File: src/rtl/tts_pkg.sv
// Shared types, constants and helpers for the tick task scheduler table.
// Used by the slot cell, the head update unit and the top level.
// No dependencies.
package tts_pkg;

    // Table geometry
    localparam int TASK_SLOTS  = 16;
    localparam int MAX_RESULTS = 16;
    localparam int IDX_W       = (TASK_SLOTS > 1) ? $clog2(TASK_SLOTS) : 1;
    localparam int RUN_W       = $clog2(MAX_RESULTS + 1);
    localparam int SLOT_OUT_W  = 5;

    // Stream payload widths
    localparam int S_TDATA_W = 80;
    localparam int M_TDATA_W = 16;

    typedef logic [IDX_W-1:0]      idx_t;
    typedef logic [RUN_W-1:0]      run_t;
    typedef logic [SLOT_OUT_W-1:0] slot_out_t;

    // Command codes
    typedef enum logic [1:0] {
        CMD_ADD      = 2'd0,
        CMD_DELETE   = 2'd1,
        CMD_TICK     = 2'd2,
        CMD_DISPATCH = 2'd3
    } cmd_e;

    // "Full" / "none" slot code, masked to the result field
    localparam logic [31:0] SLOT_NONE_FULL = 32'(TASK_SLOTS);
    localparam slot_out_t   SLOT_NONE      = SLOT_NONE_FULL[SLOT_OUT_W-1:0];

    // One task slot
    typedef struct packed {
        logic        valid;
        logic [7:0]  job;
        logic [31:0] delay;
        logic [31:0] period;
        logic [7:0]  pending;
    } slot_t;

    // Per-step events from the head unit to the sequencer
    typedef struct packed {
        logic placed;    // add took this slot
        logic was_used;  // delete hit a slot in use
        logic run;       // dispatch ran this slot
    } head_ctrl_t;

    // Slot index to the 5-bit result field
    function automatic slot_out_t idx_to_slot(input idx_t idx);
        logic [31:0] wide;
        wide = 32'(idx);
        return wide[SLOT_OUT_W-1:0];
    endfunction

endpackage

File: src/rtl/tts_cell.sv
// One storage cell of the rotating slot ring.
// Loads its neighbor's slot on every shift. Depends on tts_pkg.
module tts_cell (
    input  logic           aclk,
    input  logic           aresetn,
    input  logic           shift_en,
    input  tts_pkg::slot_t d_in,
    output tts_pkg::slot_t q_out
);

    tts_pkg::slot_t slot_reg;
    tts_pkg::slot_t slot_next;

    // hold unless the ring advances
    always_comb begin
        slot_next = slot_reg;
        if (shift_en) begin
            slot_next = d_in;
        end
    end

    // only the valid mark needs a reset
    always_ff @(posedge aclk) begin
        slot_reg <= slot_next;
        if (!aresetn) begin
            slot_reg.valid <= 1'b0;
        end
    end

    assign q_out = slot_reg;

endmodule

File: src/rtl/tts_head.sv
// Update unit at the head of the slot ring: applies the current command to
// the slot passing by and flags add, delete and run events. Depends on tts_pkg.
module tts_head (
    input  tts_pkg::cmd_e       cmd,
    input  logic [7:0]          task_code,
    input  logic [31:0]         first_delay,
    input  logic [31:0]         repeat_period,
    input  logic [7:0]          slot_select,
    input  tts_pkg::idx_t       idx,
    input  logic                found,
    input  logic                runs_full,
    input  tts_pkg::slot_t      slot_in,
    output tts_pkg::slot_t      slot_out,
    output tts_pkg::head_ctrl_t ctrl
);

    logic sel_match;

    assign sel_match = (32'(slot_select) == 32'(idx));

    always_comb begin
        slot_out = slot_in;
        ctrl     = '0;
        unique case (cmd)
            tts_pkg::CMD_ADD: begin
                // first free slot takes the task
                if (!found && !slot_in.valid) begin
                    slot_out.valid   = 1'b1;
                    slot_out.job     = task_code;
                    slot_out.delay   = first_delay;
                    slot_out.period  = repeat_period;
                    slot_out.pending = 8'd0;
                    ctrl.placed      = 1'b1;
                end
            end
            tts_pkg::CMD_DELETE: begin
                if (sel_match) begin
                    slot_out      = '0;
                    ctrl.was_used = slot_in.valid;
                end
            end
            tts_pkg::CMD_TICK: begin
                // count down, or log a run and reload
                if (slot_in.valid) begin
                    if (slot_in.delay == 32'd0) begin
                        if (slot_in.pending != 8'hFF) begin
                            slot_out.pending = slot_in.pending + 8'd1;
                        end
                        if (slot_in.period != 32'd0) begin
                            slot_out.delay = slot_in.period;
                        end
                    end else begin
                        slot_out.delay = slot_in.delay - 32'd1;
                    end
                end
            end
            tts_pkg::CMD_DISPATCH: begin
                // consume one run; one-shot slots are freed
                if (slot_in.valid && slot_in.pending != 8'd0 && !runs_full) begin
                    ctrl.run = 1'b1;
                    if (slot_in.period == 32'd0) begin
                        slot_out = '0;
                    end else begin
                        slot_out.pending = slot_in.pending - 8'd1;
                    end
                end
            end
            default: begin
                slot_out = slot_in;
            end
        endcase
    end

endmodule

File: src/rtl/tick_task_scheduler_table.sv
// Top level of the tick task scheduler table: request sequencer, ring of
// slot cells and result register. Depends on tts_pkg, tts_cell, tts_head.
//
// Usage:
//   Requests enter on the s_ channel: s_tuser carries the command (add,
//   delete, tick, dispatch), s_tdata the task code, first delay, period
//   and slot to delete. Results leave on the m_ channel: m_tuser echoes
//   the command, m_tdata holds slot, job code and ok, m_tlast marks the
//   final result of a request.
//   The slots sit in a ring of TASK_SLOTS cells that rotates by one each
//   cycle while a request is worked and no result waits on a stall; the
//   head unit updates the slot that passes it, so every request takes one
//   full turn of the ring. The final result of a request is registered as
//   the sequencer returns to idle; only then is the next request taken, so
//   requests do not overlap. Dispatch results for earlier ready slots
//   appear during the turn, each one held back until the next is known.
//   A stalled receiver (m_tready low with a result waiting) freezes the
//   ring; nothing is lost. Reset marks every slot free and empties the
//   result register; no clearing pass is needed.
module tick_task_scheduler_table (
    input  logic        aclk,
    input  logic        aresetn,
    input  logic        s_tvalid,
    output logic        s_tready,
    // [7:0] task_code, [39:8] first_delay, [71:40] repeat_period, [79:72] slot_select
    input  logic [79:0] s_tdata,
    // [1:0] cmd
    input  logic [1:0]  s_tuser,
    output logic        m_tvalid,
    input  logic        m_tready,
    // [4:0] slot, [12:5] job_code, [13] ok, [15:14] zero
    output logic [15:0] m_tdata,
    // [1:0] kind
    output logic [1:0]  m_tuser,
    output logic        m_tlast
);

    typedef enum logic [2:0] {
        ST_IDLE   = 3'b001,
        ST_SCAN   = 3'b010,
        ST_FINISH = 3'b100
    } state_t;

    state_t state_reg, state_next;

    // latched request
    tts_pkg::cmd_e cmd_reg, cmd_next;
    logic [7:0]    code_reg, code_next;
    logic [31:0]   delay_reg, delay_next;
    logic [31:0]   period_reg, period_next;
    logic [7:0]    sel_reg, sel_next;

    // scan progress
    tts_pkg::idx_t step_reg, step_next;
    logic          found_reg, found_next;
    tts_pkg::idx_t found_idx_reg, found_idx_next;
    logic          was_reg, was_next;
    tts_pkg::run_t runs_reg, runs_next;

    // held dispatch result
    logic          hold_valid_reg, hold_valid_next;
    tts_pkg::idx_t hold_idx_reg, hold_idx_next;
    logic [7:0]    hold_job_reg, hold_job_next;

    // result register
    logic                  out_valid_reg, out_valid_next;
    tts_pkg::cmd_e         out_kind_reg, out_kind_next;
    tts_pkg::slot_out_t    out_slot_reg, out_slot_next;
    logic [7:0]            out_job_reg, out_job_next;
    logic                  out_ok_reg, out_ok_next;
    logic                  out_last_reg, out_last_next;

    logic                out_free;
    logic                shift_en;
    logic                in_fire;
    logic                runs_full;
    logic                sel_in_range;
    tts_pkg::slot_t      cell_q [tts_pkg::TASK_SLOTS];
    tts_pkg::slot_t      head_new;
    tts_pkg::head_ctrl_t head_ctrl;

    assign out_free     = !out_valid_reg || m_tready;
    assign s_tready     = (state_reg == ST_IDLE);
    assign in_fire      = s_tvalid && s_tready;
    assign shift_en     = (state_reg == ST_SCAN) && out_free;
    assign runs_full    = (runs_reg == tts_pkg::run_t'(tts_pkg::MAX_RESULTS));
    assign sel_in_range = (32'(sel_reg) < 32'(tts_pkg::TASK_SLOTS));

    // ring of slot cells; the head's update wraps into the tail
    genvar k;
    generate
        for (k = 0; k < tts_pkg::TASK_SLOTS; k++) begin : g_cell
            tts_pkg::slot_t d_in;
            if (k == tts_pkg::TASK_SLOTS - 1) begin : g_tail
                assign d_in = head_new;
            end else begin : g_mid
                assign d_in = cell_q[k+1];
            end
            tts_cell u_cell (
                .aclk     (aclk),
                .aresetn  (aresetn),
                .shift_en (shift_en),
                .d_in     (d_in),
                .q_out    (cell_q[k])
            );
        end
    endgenerate

    tts_head u_head (
        .cmd           (cmd_reg),
        .task_code     (code_reg),
        .first_delay   (delay_reg),
        .repeat_period (period_reg),
        .slot_select   (sel_reg),
        .idx           (step_reg),
        .found         (found_reg),
        .runs_full     (runs_full),
        .slot_in       (cell_q[0]),
        .slot_out      (head_new),
        .ctrl          (head_ctrl)
    );

    // sequencer and result assembly
    always_comb begin
        state_next      = state_reg;
        cmd_next        = cmd_reg;
        code_next       = code_reg;
        delay_next      = delay_reg;
        period_next     = period_reg;
        sel_next        = sel_reg;
        step_next       = step_reg;
        found_next      = found_reg;
        found_idx_next  = found_idx_reg;
        was_next        = was_reg;
        runs_next       = runs_reg;
        hold_valid_next = hold_valid_reg;
        hold_idx_next   = hold_idx_reg;
        hold_job_next   = hold_job_reg;
        out_valid_next  = out_valid_reg && !m_tready;
        out_kind_next   = out_kind_reg;
        out_slot_next   = out_slot_reg;
        out_job_next    = out_job_reg;
        out_ok_next     = out_ok_reg;
        out_last_next   = out_last_reg;

        unique case (state_reg)
            ST_IDLE: begin
                if (in_fire) begin
                    cmd_next        = tts_pkg::cmd_e'(s_tuser);
                    code_next       = s_tdata[7:0];
                    delay_next      = s_tdata[39:8];
                    period_next     = s_tdata[71:40];
                    sel_next        = s_tdata[79:72];
                    step_next       = '0;
                    found_next      = 1'b0;
                    was_next        = 1'b0;
                    runs_next       = '0;
                    hold_valid_next = 1'b0;
                    state_next      = ST_SCAN;
                end
            end
            ST_SCAN: begin
                if (shift_en) begin
                    if (head_ctrl.placed) begin
                        found_next     = 1'b1;
                        found_idx_next = step_reg;
                    end
                    if (head_ctrl.was_used) begin
                        was_next = 1'b1;
                    end
                    // a new run pushes out the one held before it
                    if (head_ctrl.run) begin
                        runs_next = runs_reg + tts_pkg::run_t'(1);
                        if (hold_valid_reg) begin
                            out_valid_next = 1'b1;
                            out_kind_next  = tts_pkg::CMD_DISPATCH;
                            out_slot_next  = tts_pkg::idx_to_slot(hold_idx_reg);
                            out_job_next   = hold_job_reg;
                            out_ok_next    = 1'b1;
                            out_last_next  = 1'b0;
                        end
                        hold_valid_next = 1'b1;
                        hold_idx_next   = step_reg;
                        hold_job_next   = cell_q[0].job;
                    end
                    if (step_reg == tts_pkg::idx_t'(tts_pkg::TASK_SLOTS - 1)) begin
                        state_next = ST_FINISH;
                    end else begin
                        step_next = step_reg + tts_pkg::idx_t'(1);
                    end
                end
            end
            ST_FINISH: begin
                if (out_free) begin
                    out_valid_next = 1'b1;
                    out_kind_next  = cmd_reg;
                    out_job_next   = 8'd0;
                    out_last_next  = 1'b1;
                    unique case (cmd_reg)
                        tts_pkg::CMD_ADD: begin
                            out_slot_next = found_reg ? tts_pkg::idx_to_slot(found_idx_reg)
                                                      : tts_pkg::SLOT_NONE;
                            out_ok_next   = found_reg;
                        end
                        tts_pkg::CMD_DELETE: begin
                            out_slot_next = sel_in_range ? sel_reg[tts_pkg::SLOT_OUT_W-1:0]
                                                         : tts_pkg::SLOT_NONE;
                            out_ok_next   = sel_in_range && was_reg;
                        end
                        tts_pkg::CMD_TICK: begin
                            out_slot_next = tts_pkg::SLOT_NONE;
                            out_ok_next   = 1'b1;
                        end
                        tts_pkg::CMD_DISPATCH: begin
                            if (hold_valid_reg) begin
                                out_slot_next = tts_pkg::idx_to_slot(hold_idx_reg);
                                out_job_next  = hold_job_reg;
                                out_ok_next   = 1'b1;
                            end else begin
                                out_slot_next = tts_pkg::SLOT_NONE;
                                out_ok_next   = 1'b0;
                            end
                        end
                        default: begin
                            out_slot_next = tts_pkg::SLOT_NONE;
                            out_ok_next   = 1'b0;
                        end
                    endcase
                    hold_valid_next = 1'b0;
                    state_next      = ST_IDLE;
                end
            end
            default: begin
                state_next = ST_IDLE;
            end
        endcase
    end

    // registers
    always_ff @(posedge aclk) begin
        cmd_reg        <= cmd_next;
        code_reg       <= code_next;
        delay_reg      <= delay_next;
        period_reg     <= period_next;
        sel_reg        <= sel_next;
        step_reg       <= step_next;
        found_idx_reg  <= found_idx_next;
        was_reg        <= was_next;
        found_reg      <= found_next;
        hold_idx_reg   <= hold_idx_next;
        hold_job_reg   <= hold_job_next;
        out_kind_reg   <= out_kind_next;
        out_slot_reg   <= out_slot_next;
        out_job_reg    <= out_job_next;
        out_ok_reg     <= out_ok_next;
        out_last_reg   <= out_last_next;
        if (!aresetn) begin
            state_reg      <= ST_IDLE;
            runs_reg       <= '0;
            hold_valid_reg <= 1'b0;
            out_valid_reg  <= 1'b0;
        end else begin
            state_reg      <= state_next;
            runs_reg       <= runs_next;
            hold_valid_reg <= hold_valid_next;
            out_valid_reg  <= out_valid_next;
        end
    end

    // output ports
    assign m_tvalid = out_valid_reg;
    assign m_tuser  = out_kind_reg;
    assign m_tlast  = out_last_reg;
    assign m_tdata  = {2'b00, out_ok_reg, out_job_reg, out_slot_reg};

    // checks
    a_step_in_range: assert property (@(posedge aclk) disable iff (!aresetn)
        (state_reg == ST_SCAN) |-> (32'(step_reg) < 32'(tts_pkg::TASK_SLOTS)))
        else $error("scan step past the last slot");

    a_runs_bounded: assert property (@(posedge aclk) disable iff (!aresetn)
        32'(runs_reg) <= 32'(tts_pkg::MAX_RESULTS))
        else $error("dispatch run count over the result limit");

    a_hold_dispatch_only: assert property (@(posedge aclk) disable iff (!aresetn)
        (hold_valid_reg && state_reg != ST_IDLE) |-> (cmd_reg == tts_pkg::CMD_DISPATCH))
        else $error("held run outside a dispatch request");

    a_accept_starts_scan: assert property (@(posedge aclk) disable iff (!aresetn)
        (s_tvalid && s_tready) |=> (state_reg == ST_SCAN && step_reg == '0))
        else $error("accepted request did not start a scan");

endmodule

File: config.mk
export PLATFORM = sky130hd
export DESIGN_NAME = tick_task_scheduler_table
export DESIGN_NICKNAME = d
export VERILOG_FILES = /design/src/rtl/tts_pkg.sv /design/src/rtl/tts_cell.sv /design/src/rtl/tts_head.sv /design/src/rtl/tick_task_scheduler_table.sv
export SDC_FILE = /design/constraint.sdc
export NUM_CORES = 1
export LEC_CHECK = 0
export BUFFER_PORTS_ARGS = -buffer_cell sky130_fd_sc_hd__buf_4
export CAP_MARGIN = 30
export CORE_ASPECT_RATIO = 0.5
export CORE_UTILIZATION = 35
export CTS_BUF_LIST = sky130_fd_sc_hd__clkbuf_8
export CTS_CLUSTER_DIAMETER = 50
export DETAILED_ROUTE_END_ITERATION = 8
export SLEW_MARGIN = 10
export SYNTH_ARGS = -nofsm -noshare
export SYNTH_HDL_FRONTEND = slang
export SYNTH_SLANG_ARGS = --single-unit
File: constraint.sdc
create_clock -name aclk -period 37.9 [get_ports aclk]
set_input_delay 3.79 -clock aclk [delete_from_list [all_inputs] [get_ports aclk]]
set_output_delay 3.79 -clock aclk [all_outputs]
set_load 0.02 [all_outputs]
; ---- After elaboration in Yosys (flattened, before gate mapping)
; Cells that the tools add are included.
[totals]
input_bits = 86
latchBits = 0
mem_count = 0
mem_bits_ro = 0
out_inout_bits = 21
ff_bits = 1427
mem_bits_rw = 0
wordCells = 239
[classes]
n_bitwise = 0
magnitude_cmp = 1
mul = 0
n_div = 0
reduce_logical = 31
muxes = 83
n_addsub = 5
n_eq_ne = 19
shift = 0
[op_table]
columns = op, n
row1 = $mux 81, 3
row2 = $pmux 32 s4, 1
row3 = $mux 32, 3
row4 = $pmux 32 s3, 1
row5 = $mux 8, 10
row6 = $mux 73, 1
row7 = $logic_not 32->1, 2
row8 = $mux 5, 10
row9 = $pmux 8 s4, 1
row10 = $reduce_bool 32->1, 1
row11 = $sub 32x1->32 const B, 1
row12 = $mux 1, 27
row13 = $pmux 9 s3, 1
row14 = $pmux 5 s2, 2
row15 = $pmux 5 s4, 1
row16 = $reduce_and 4->1, 5
row17 = $pmux 8 s2, 1
row18 = $mux 3, 4
row19 = $mux 4, 3
row20 = $ne 2x2->1 const B, 6
row21 = $pmux 1 s2, 5
row22 = $reduce_and 5->1, 2
row23 = $pmux 3 s3, 1
row24 = $add 8x1->8 const B, 1
row25 = other kinds (28), 46

; ---- Longest topological paths before layout
; Gate-level depths: netlist of the first run.
[logic_depth]
word_depth = 8
depth_mapped = 10
depth_no_buf = 8

; ---- Cells and area by module
; From an unflattened synthesis of the first run, not the netlist that was laid out.
[hier_totals]
hier_cells = 2045
hier_area_um2 = 46689.8
[modules_own_cells]
columns = mod, cells_per_inst, area_each_um2, instances, seq_area_each_um2
row1 = tts_cell, 83, 2438.6, 16, 2422.3
row2 = tick_task_scheduler_table, 253, 4615.7, 1, 3833.7
row3 = tts_head, 464, 3056.7, 1, 0.0

; ---- Least setup slack after synthesis of the first run
; Ideal clock, no wire load.
[synth_path]
path_kind = input port to flip-flop
from = input port m_tready
to = register g_cell[0].u_cell.slot_reg (netlist bit g_cell[0].u_cell.q_out[0]), enable pin
setup_time_ns = 2.141
required_time_ns = 35.759
t_arrival_ns = 38.752
n_path_buf = 2
path_stages = 5
path_slack_ns = -2.993
path_cell_list = nor2b_1 clkbuf_1 nand2b_1 clkinv_1 buf_1
[synth_between]
elab_chain_cells = 2
[synth_rtl]
columns = item, line
row1 = start: declaration, tick_task_scheduler_table.sv:30  ; input logic m_tready,
row2 = $logic_or 1x1->1, tick_task_scheduler_table.sv:82  ; assign out_free = !out_valid_reg || m_tready;
row3 = $logic_and 1x1->1, tick_task_scheduler_table.sv:85  ; assign shift_en = (state_reg == ST_SCAN) && out_free;
row4 = net g_cell[0].u_cell.shift_en, tts_cell.sv:6  ; input logic shift_en,
row5 = end signal: assignment, tts_cell.sv:24  ; slot_reg <= slot_next;
row6 = end: declaration, tts_cell.sv:11  ; tts_pkg::slot_t slot_reg;
; The timed path passes the listed nets, and every way through them passes these cells.
; A chain may end at the register's enable or synchronous reset.

; ---- Worst setup path in the final report of the first run
[layout_path]
from = input port m_tready
to = register g_cell[10].u_cell.slot_reg (netlist bit g_cell[10].u_cell.q_out[29]), enable pin
[layout_between]
elab_chain_cells = 2
[layout_rtl]
columns = item, line
row1 = $logic_or 1x1->1, tick_task_scheduler_table.sv:82
row2 = $logic_and 1x1->1, tick_task_scheduler_table.sv:85
row3 = end signal: assignment, tts_cell.sv:24
row4 = end: declaration, tts_cell.sv:11
; No other way between the ends.

==> out/qor.txt, run 1 <==
Outcome -> finished, final reports clean
Crit path DAT -> 7.75 ns
Vias in the first global route -> 19,268
Post-synth top area share -> 90.1%
Hold slack final -> 0.395 ns
Final Skew -> 0.0429 ns
Clk Latency, worst-skew pair -> 0.85 ns
DP HPWL -> 44.2 mm
Die width -> 519 um
Largest net degree at the start of global routing -> 223
Antenna Nets Post-Route -> 0
DR pass1 iterations -> 7
CP Class -> input port to register
# DRC -> 0
Starting DRC count in detailed routing -> 1,949
Chip Height -> 260 um
Std-Cell Rows -> 94
Post-synth top area cell -> edfxtp_1
Synthesized area per cell -> 21.7 um^2
Mapped cell area -> 46,700 um^2
Worst-path cell with the longest stage delay -> buf_12
Peak supply drop -> 0.0263 mV
RSZ-0062 raised after global routing -> no
Vias post-DR -> 19,918
CP Cell Sequence -> buf_4, nor2b_1, nand2b_1, buf_8, inv_8, buf_4, buf_12, buf_12
Pwr/cell area -> 54.1 nW/um^2
Yosys warnings -> 0
Final Total Pwr -> 2.89 mW
Via/cell ratio -> 4.56
Post-synthesis adder-cell area fraction -> 0.214%
Maximum buffer depth of the clock tree -> 3
Worst path top cell family by delay -> buffers and inverters
GRT overflow -> 0
Fin. max-slew vios -> 0
Crit. End Element -> register
Commonest non-fill, non-tap cell in the layout -> edfxtp_1
Max Cap Viol -> 0
Top cells by area, synth -> edfxtp_1, nand2_1, dfxtp_1
Multiplexer share of the synthesized area -> 0.129%
Tmin final -> 7.30 ns
Port Buffers -> 104
Starting density of the core -> 35.4%
Most used DFF post-synth -> edfxtp_1
Core Util, Final -> 40.5%
P_leak -> 17.0 nW
Num CTS Buffers -> 203
Place WS -> 29.30 ns
Die area -> 135,000 um^2
Largest family of logic cells by synthesized area -> simple AND/OR/NAND/NOR gates
Slew @ Worst Pin -> 1.18 ns
WP buf/inv -> 6
WP data required -> 38.35 ns
Seq cells post-synth -> 1,427
Commonest cells after routing, fill and taps aside -> edfxtp_1, clkbuf_8, nand2_1, buf_4, inv_1
GPL Wtd Cong -> 0.857
Antenna violations before repair -> 7
Setup Viol. Count Final -> 0
Worst min path class -> register to register
Simple-gate area share of the yosys netlist -> 3.95%
Cts hold-fix bufs -> 0
Cell area after layout -> 53,500 um^2
Root Driver -> clkbuf_8
Final Cycle Share -> 19.3%
CTS Sinks -> 1,427
First-pass GRT wire length -> 114 mm
Synth Instances -> 2,152
Share of cells above drive strength 1 -> 15.3%
Clock transition at path regs -> 0.07 ns
Seq. cell area -> 42,600 um^2
Total track usage -> 11.1%
Max reg flops -> 1,296
Register area share after synthesis -> 91.2%
Worst Path Max Fanout -> 222
Setup crit start kind -> input port
Dpl cell area -> 49,700 um^2
WL final -> 75.6 mm
Fill count -> 11,570
CP peak stage delay -> 0.81 ns
Post-cts resize count -> 0
Wirelength per Cell -> 17.3 um
Setup bufs post-CTS -> 0
Relative slew margins -> 21.0%
Final Hold Viols -> 0
XOR/XNOR share of the synthesized area -> 0.263%
Number of synthesized flops with an enable pin -> 1,401
Core area -> 132,000 um^2
CTS tree -> built
Multi-input gate area -> 3800 um^2
Fmax achieved -> 137 MHz
Synth unique cells -> 79
Post-synth ARST share -> 0%
Fin cells -> 4,371
H-tree Lvls -> 4
Synth Area in Compound Gates -> 3.49%
# placed instances -> 3,997
I/O pins -> 107
Final #Nets -> 2,523
Layout overhead on the synthesized area -> 14.5%
Setup ws final -> 30.60 ns
Setup_tns -> 0 ns
[final cells by class]
class | instances | area share (%)
flip-flops and latches | 1427 | 79.6
multi-input cells | 643 | 7.10
clock buffers | 207 | 5.33
well taps | 1776 | 4.16
repair buffers | 132 | 2.06
clock inverters | 158 | 1.50
inverters | 22 | 0.173
diodes | 6 | 0.0281
[worst register-to-register path: cells and delay by family (launching register included)]
kind	cells	cell delay [ns]
and+or+nand+nor	2	0.55
buffers and inverters	7	3.65
DFF	1	0.38
[per-layer routing]
| layer | routed length (um) | GRT usage [%] | vias up | share of wire (%) |
|---|---|---|---|---|
| met2 | 32800 | 15.6 | 556 | 43 |
| li1 | - | - | 9160 | - |
| met3 | 4160 | 2.79 | 156 | 5.5 |
| met4 | 2370 | 5.57 | 0 | 3.1 |
| met5 | 0 | 0 | - | 0 |
| met1 | 36300 | 16.0 | 10046 | 48 |
[cells by family (layout without fill, tap and decap cells)]
kind of cell               Yosys count  in the layout
xor gates and xnor gates            14             14
adders and majority gates            8              8
muxes                                6              6
other                                1              8
DFF                               1427           1427
AOI/OAI and AO/OA                  239            239
buffers and inverters               83            519
and+or+nand+nor                    374            374
[Yosys cell counts, types with 10 or more instances]
master       n
o21ai_0     80
and2_1      16
nor3_1      24
clkbuf_1    49
nor2_1      39
and3_1      10
edfxtp_1  1401
a221oi_1    14
a21oi_1     27
a21boi_0    16
nor4_1      24
nand2_1    179
inv_1       21
a221o_1     11
nand3_1     25
dfxtp_1     26
[path summary, 6_finish.rpt]
check / cells past startpoint / from / slack, ns / to
setup / recovery: 8 / m_tready / 30.60 / g_cell[10].u_cell.q_out[29]$_DFFE_PP_
setup reg to reg: 9 / state_reg[1]$_SDFFE_PN0P_ / 32.70 / g_cell[10].u_cell.q_out[29]$_DFFE_PP_
hold / removal: 0 / g_cell[15].u_cell.q_out[61]$_DFFE_PP_ / 0.40 / g_cell[14].u_cell.q_out[61]$_DFFE_PP_
hold reg to reg: 0 / g_cell[15].u_cell.q_out[61]$_DFFE_PP_ / 0.40 / g_cell[14].u_cell.q_out[61]$_DFFE_PP_
[report_power, final]
group	total, mW	internal [mW]	switching, mW	leakage [nW]
Clock	1.08	0.532	0.547	2.14
Sequential	1.76	1.75	0.0116	12.9
Combinational	0.0499	0.0147	0.0352	1.94
Total	2.89	2.30	0.594	17.0
Power figures use the tool's default switching activity.
==> inputs of run 2 (changes only) <==
==> constraint.sdc (replaced) <==
create_clock -name aclk -period 7.05 [get_ports aclk]
set_input_delay 0.705 -clock aclk [delete_from_list [all_inputs] [get_ports aclk]]
set_output_delay 0.705 -clock aclk [all_outputs]
set_load 0.02 [all_outputs]
==> run 2 against run 1 <==
  * Global-route usage is 0.93 points higher
  * Count of clock-buffer cells in the layout is 3 lower
  * Power grew to 5.4 times the previous value
  * Routed wire length is 7.5% higher
  * Largest cell class unchanged
  * Largest power group unchanged
  * Clock power grew to 5.4 times the previous value
  * Combinational power grew to 6.3 times the previous value
==> out/qor.txt, run 2 (synthesis gave the netlist of run 1 again) <==
Outcome -> finished, final reports clean
Wirelength per Cell -> 18.3 um (+5.6%)
Vias in the first global route -> 19,784 (+2.7%)
H-tree Lvls -> 4 (unchanged)
Commonest cells after routing, fill and taps aside -> edfxtp_1, clkbuf_8, nand2_1, buf_4, inv_1
Share of cells above drive strength 1 -> 14.9% (-0.41 points)
Relative slew margins -> 26.1% (+5.0 points)
Vias post-DR -> 20,083 (+0.83%)
Post-cts resize count -> 0 (unchanged)
Antenna violations before repair -> 6 (-1)
WL final -> 81.3 mm (+7.5%)
Reg2reg start -> state_reg[1]$_SDFFE_PN0P_
CTS tree -> built
Total track usage -> 12.0% (+0.93 points)
CP Class -> register to register
Clk Latency, worst-skew pair -> 0.88 ns (+0.03 ns)
Via/cell ratio -> 4.51 (-0.96%)
Worst R2R End -> g_cell[7].u_cell.q_out[4]$_DFFE_PP_
Crit. End Element -> register
Fin cells -> 4,450 (+1.8%)
Setup ws final -> 2.78 ns (-27.82 ns)
Tmin final -> 4.27 ns
P_leak -> 17.3 nW (+1.9%)
Core area -> 132,000 um^2 (unchanged)
Clock transition at path regs -> 0.07 ns (about the same)
CP Cell Sequence -> inv_1, or3_1, inv_1, nand2b_1, inv_8, buf_16, buf_4, buf_4
Starting DRC count in detailed routing -> 1,917 (-1.6%)
Hold Path End -> state_reg[0]$_SDFFE_PN1P_
Setup bufs post-CTS -> 0 (unchanged)
CTS Sinks -> 1,427 (unchanged)
CP Launch Point -> state_reg[1]$_SDFFE_PN0P_
Cts hold-fix bufs -> 82 (+82)
Port Buffers -> 104 (unchanged)
Final Total Pwr -> 15.6 mW (+440%)
Setup_tns -> 0 ns (unchanged)
GPL Wtd Cong -> 0.852 (-0.50%)
Hold wc startpoint -> aresetn
Reg-to-reg slack, setup -> 2.78 ns (-29.92 ns)
Worst Path Max Fanout -> 84 (-62%)
Final Skew -> 0.0554 ns (+0.0124 ns)
Setup crit start kind -> register
First-pass GRT wire length -> 121 mm (+6.8%)
CP peak stage delay -> 0.61 ns (-0.20 ns)
Die area -> 135,000 um^2 (unchanged)
WP buf/inv -> 6 (unchanged)
Max Cap Viol -> 0 (unchanged)
Worst-path cell with the longest stage delay -> inv_8
DP HPWL -> 47.2 mm (+6.9%)
Final Cycle Share -> 60.5%
Crit path DAT -> 4.75 ns (-3.00 ns)
Layout overhead on the synthesized area -> 16.2%
Final Hold Viols -> 0 (unchanged)
Starting density of the core -> 35.4% (unchanged)
Place WS -> 2.76 ns (-26.55 ns)
Largest net degree at the start of global routing -> 196 (-12%)
Chip Height -> 260 um (unchanged)
Fin. max-slew vios -> 0 (unchanged)
Peak supply drop -> 0.164 mV (+530%)
Max reg flops -> 1,296 (unchanged)
Die width -> 519 um (unchanged)
WHS Path Cells -> 2 (+2)
Maximum buffer depth of the clock tree -> 3 (unchanged)
Num CTS Buffers -> 201 (-0.99%)
Antenna Nets Post-Route -> 0 (unchanged)
Std-Cell Rows -> 94 (unchanged)
Hold slack final -> 0.124 ns (-0.271 ns)
Commonest non-fill, non-tap cell in the layout -> edfxtp_1
Worst path top cell family by delay -> buffers and inverters
Reg2Reg Depth -> 8 (-1)
GRT overflow -> 0 (unchanged)
Fill count -> 11,533 (-0.32%)
Setup Viol. Count Final -> 0 (unchanged)
I/O pins -> 107 (unchanged)
DR pass1 iterations -> 5 (-2)
# placed instances -> 4,001 (+0.10%)
Pwr/cell area -> 287 nW/um^2 (+430%)
RSZ-0062 raised after global routing -> no
Worst min path class -> input port to register
WP data required -> 7.53 ns (-30.82 ns)
Root Driver -> clkbuf_8
Fmax achieved -> 234 MHz
# DRC -> 0 (unchanged)
Final #Nets -> 2,606 (+3.3%)
Slew @ Worst Pin -> 1.11 ns (-0.0757 ns)
[run 2: changes by cell type in the layout (fill, tap and decap cells not counted), sizes merged]
cell / change
diode: +2
clkinv: +1
buf: +3
clkinvlp: +2
clkbuf: -3
dlygate4sd3: +82
inv: -8
[run 2: through the flow]
stage	cell area, um^2	util [%]
2_1_floorplan	46700	-
3_3_place_gp	49700	37.7
3_5_place_dp	49800	37.7
4_1_cts	54200	41.1
5_1_grt	54300	41.1
6_report	54300	41.1
[run 2: worst register-to-register path, delay by kind of cell (launching register included)]
family | cells | cell delay, ns
buffers and inverters | 6 | 2.51
DFF | 1 | 0.39
and+or+nand+nor | 2 | 0.95
[run 2: how the worst max path moves through the flow]
stage	endpoint	slack, ns	cells after the start
finish	g_cell[7].u_cell.q_out[4]$_DFFE_PP_	2.78	8
global route	g_cell[8].u_cell.q_out[4]$_DFFE_PP_	2.45	8
CTS	g_cell[6].u_cell.q_out[4]$_DFFE_PP_	2.72	7
detailed placement	g_cell[5].u_cell.q_out[3]$_DFFE_PP_	2.76	7
global placement	g_cell[5].u_cell.q_out[6]$_DFFE_PP_	2.98	7
floorplan	g_cell[0].u_cell.q_out[0]$_DFFE_PP_	0.18	5
[run 2: routing by layer]
| metal | up-vias | wire, um | part of all wire [%] | global-route usage (%) |
|---|---|---|---|---|
| met3 | 125 | 3570 | 4.4 | 2.62 |
| met5 | - | 0 | 0 | 0 |
| met1 | 10200 | 40200 | 49 | 17.9 |
| met4 | 0 | 1880 | 2.3 | 5.04 |
| met2 | 444 | 35700 | 44 | 17.0 |
| li1 | 9314 | - | - | - |
[run 2: power breakdown]
group	leakage [nW]	total [mW]	switching, mW	internal, mW
Clock	2.09	5.79	2.97	2.82
Combinational	2.30	0.314	0.201	0.113
Sequential	12.9	9.48	0.0623	9.42
Total	17.3	15.6	3.23	12.4
[run 2: final cells by class]
type,count,area [um^2],share of cell area [%]
well taps,1776,2220,4.09
inverters,22,92.6,0.171
clock inverters,153,793,1.46
flip-flops and latches,1427,42600,78.5
clock buffers,204,2810,5.17
diodes,8,20.0,0.0369
multi-input cells,643,3800,7.00
repair buffers,217,1960,3.61
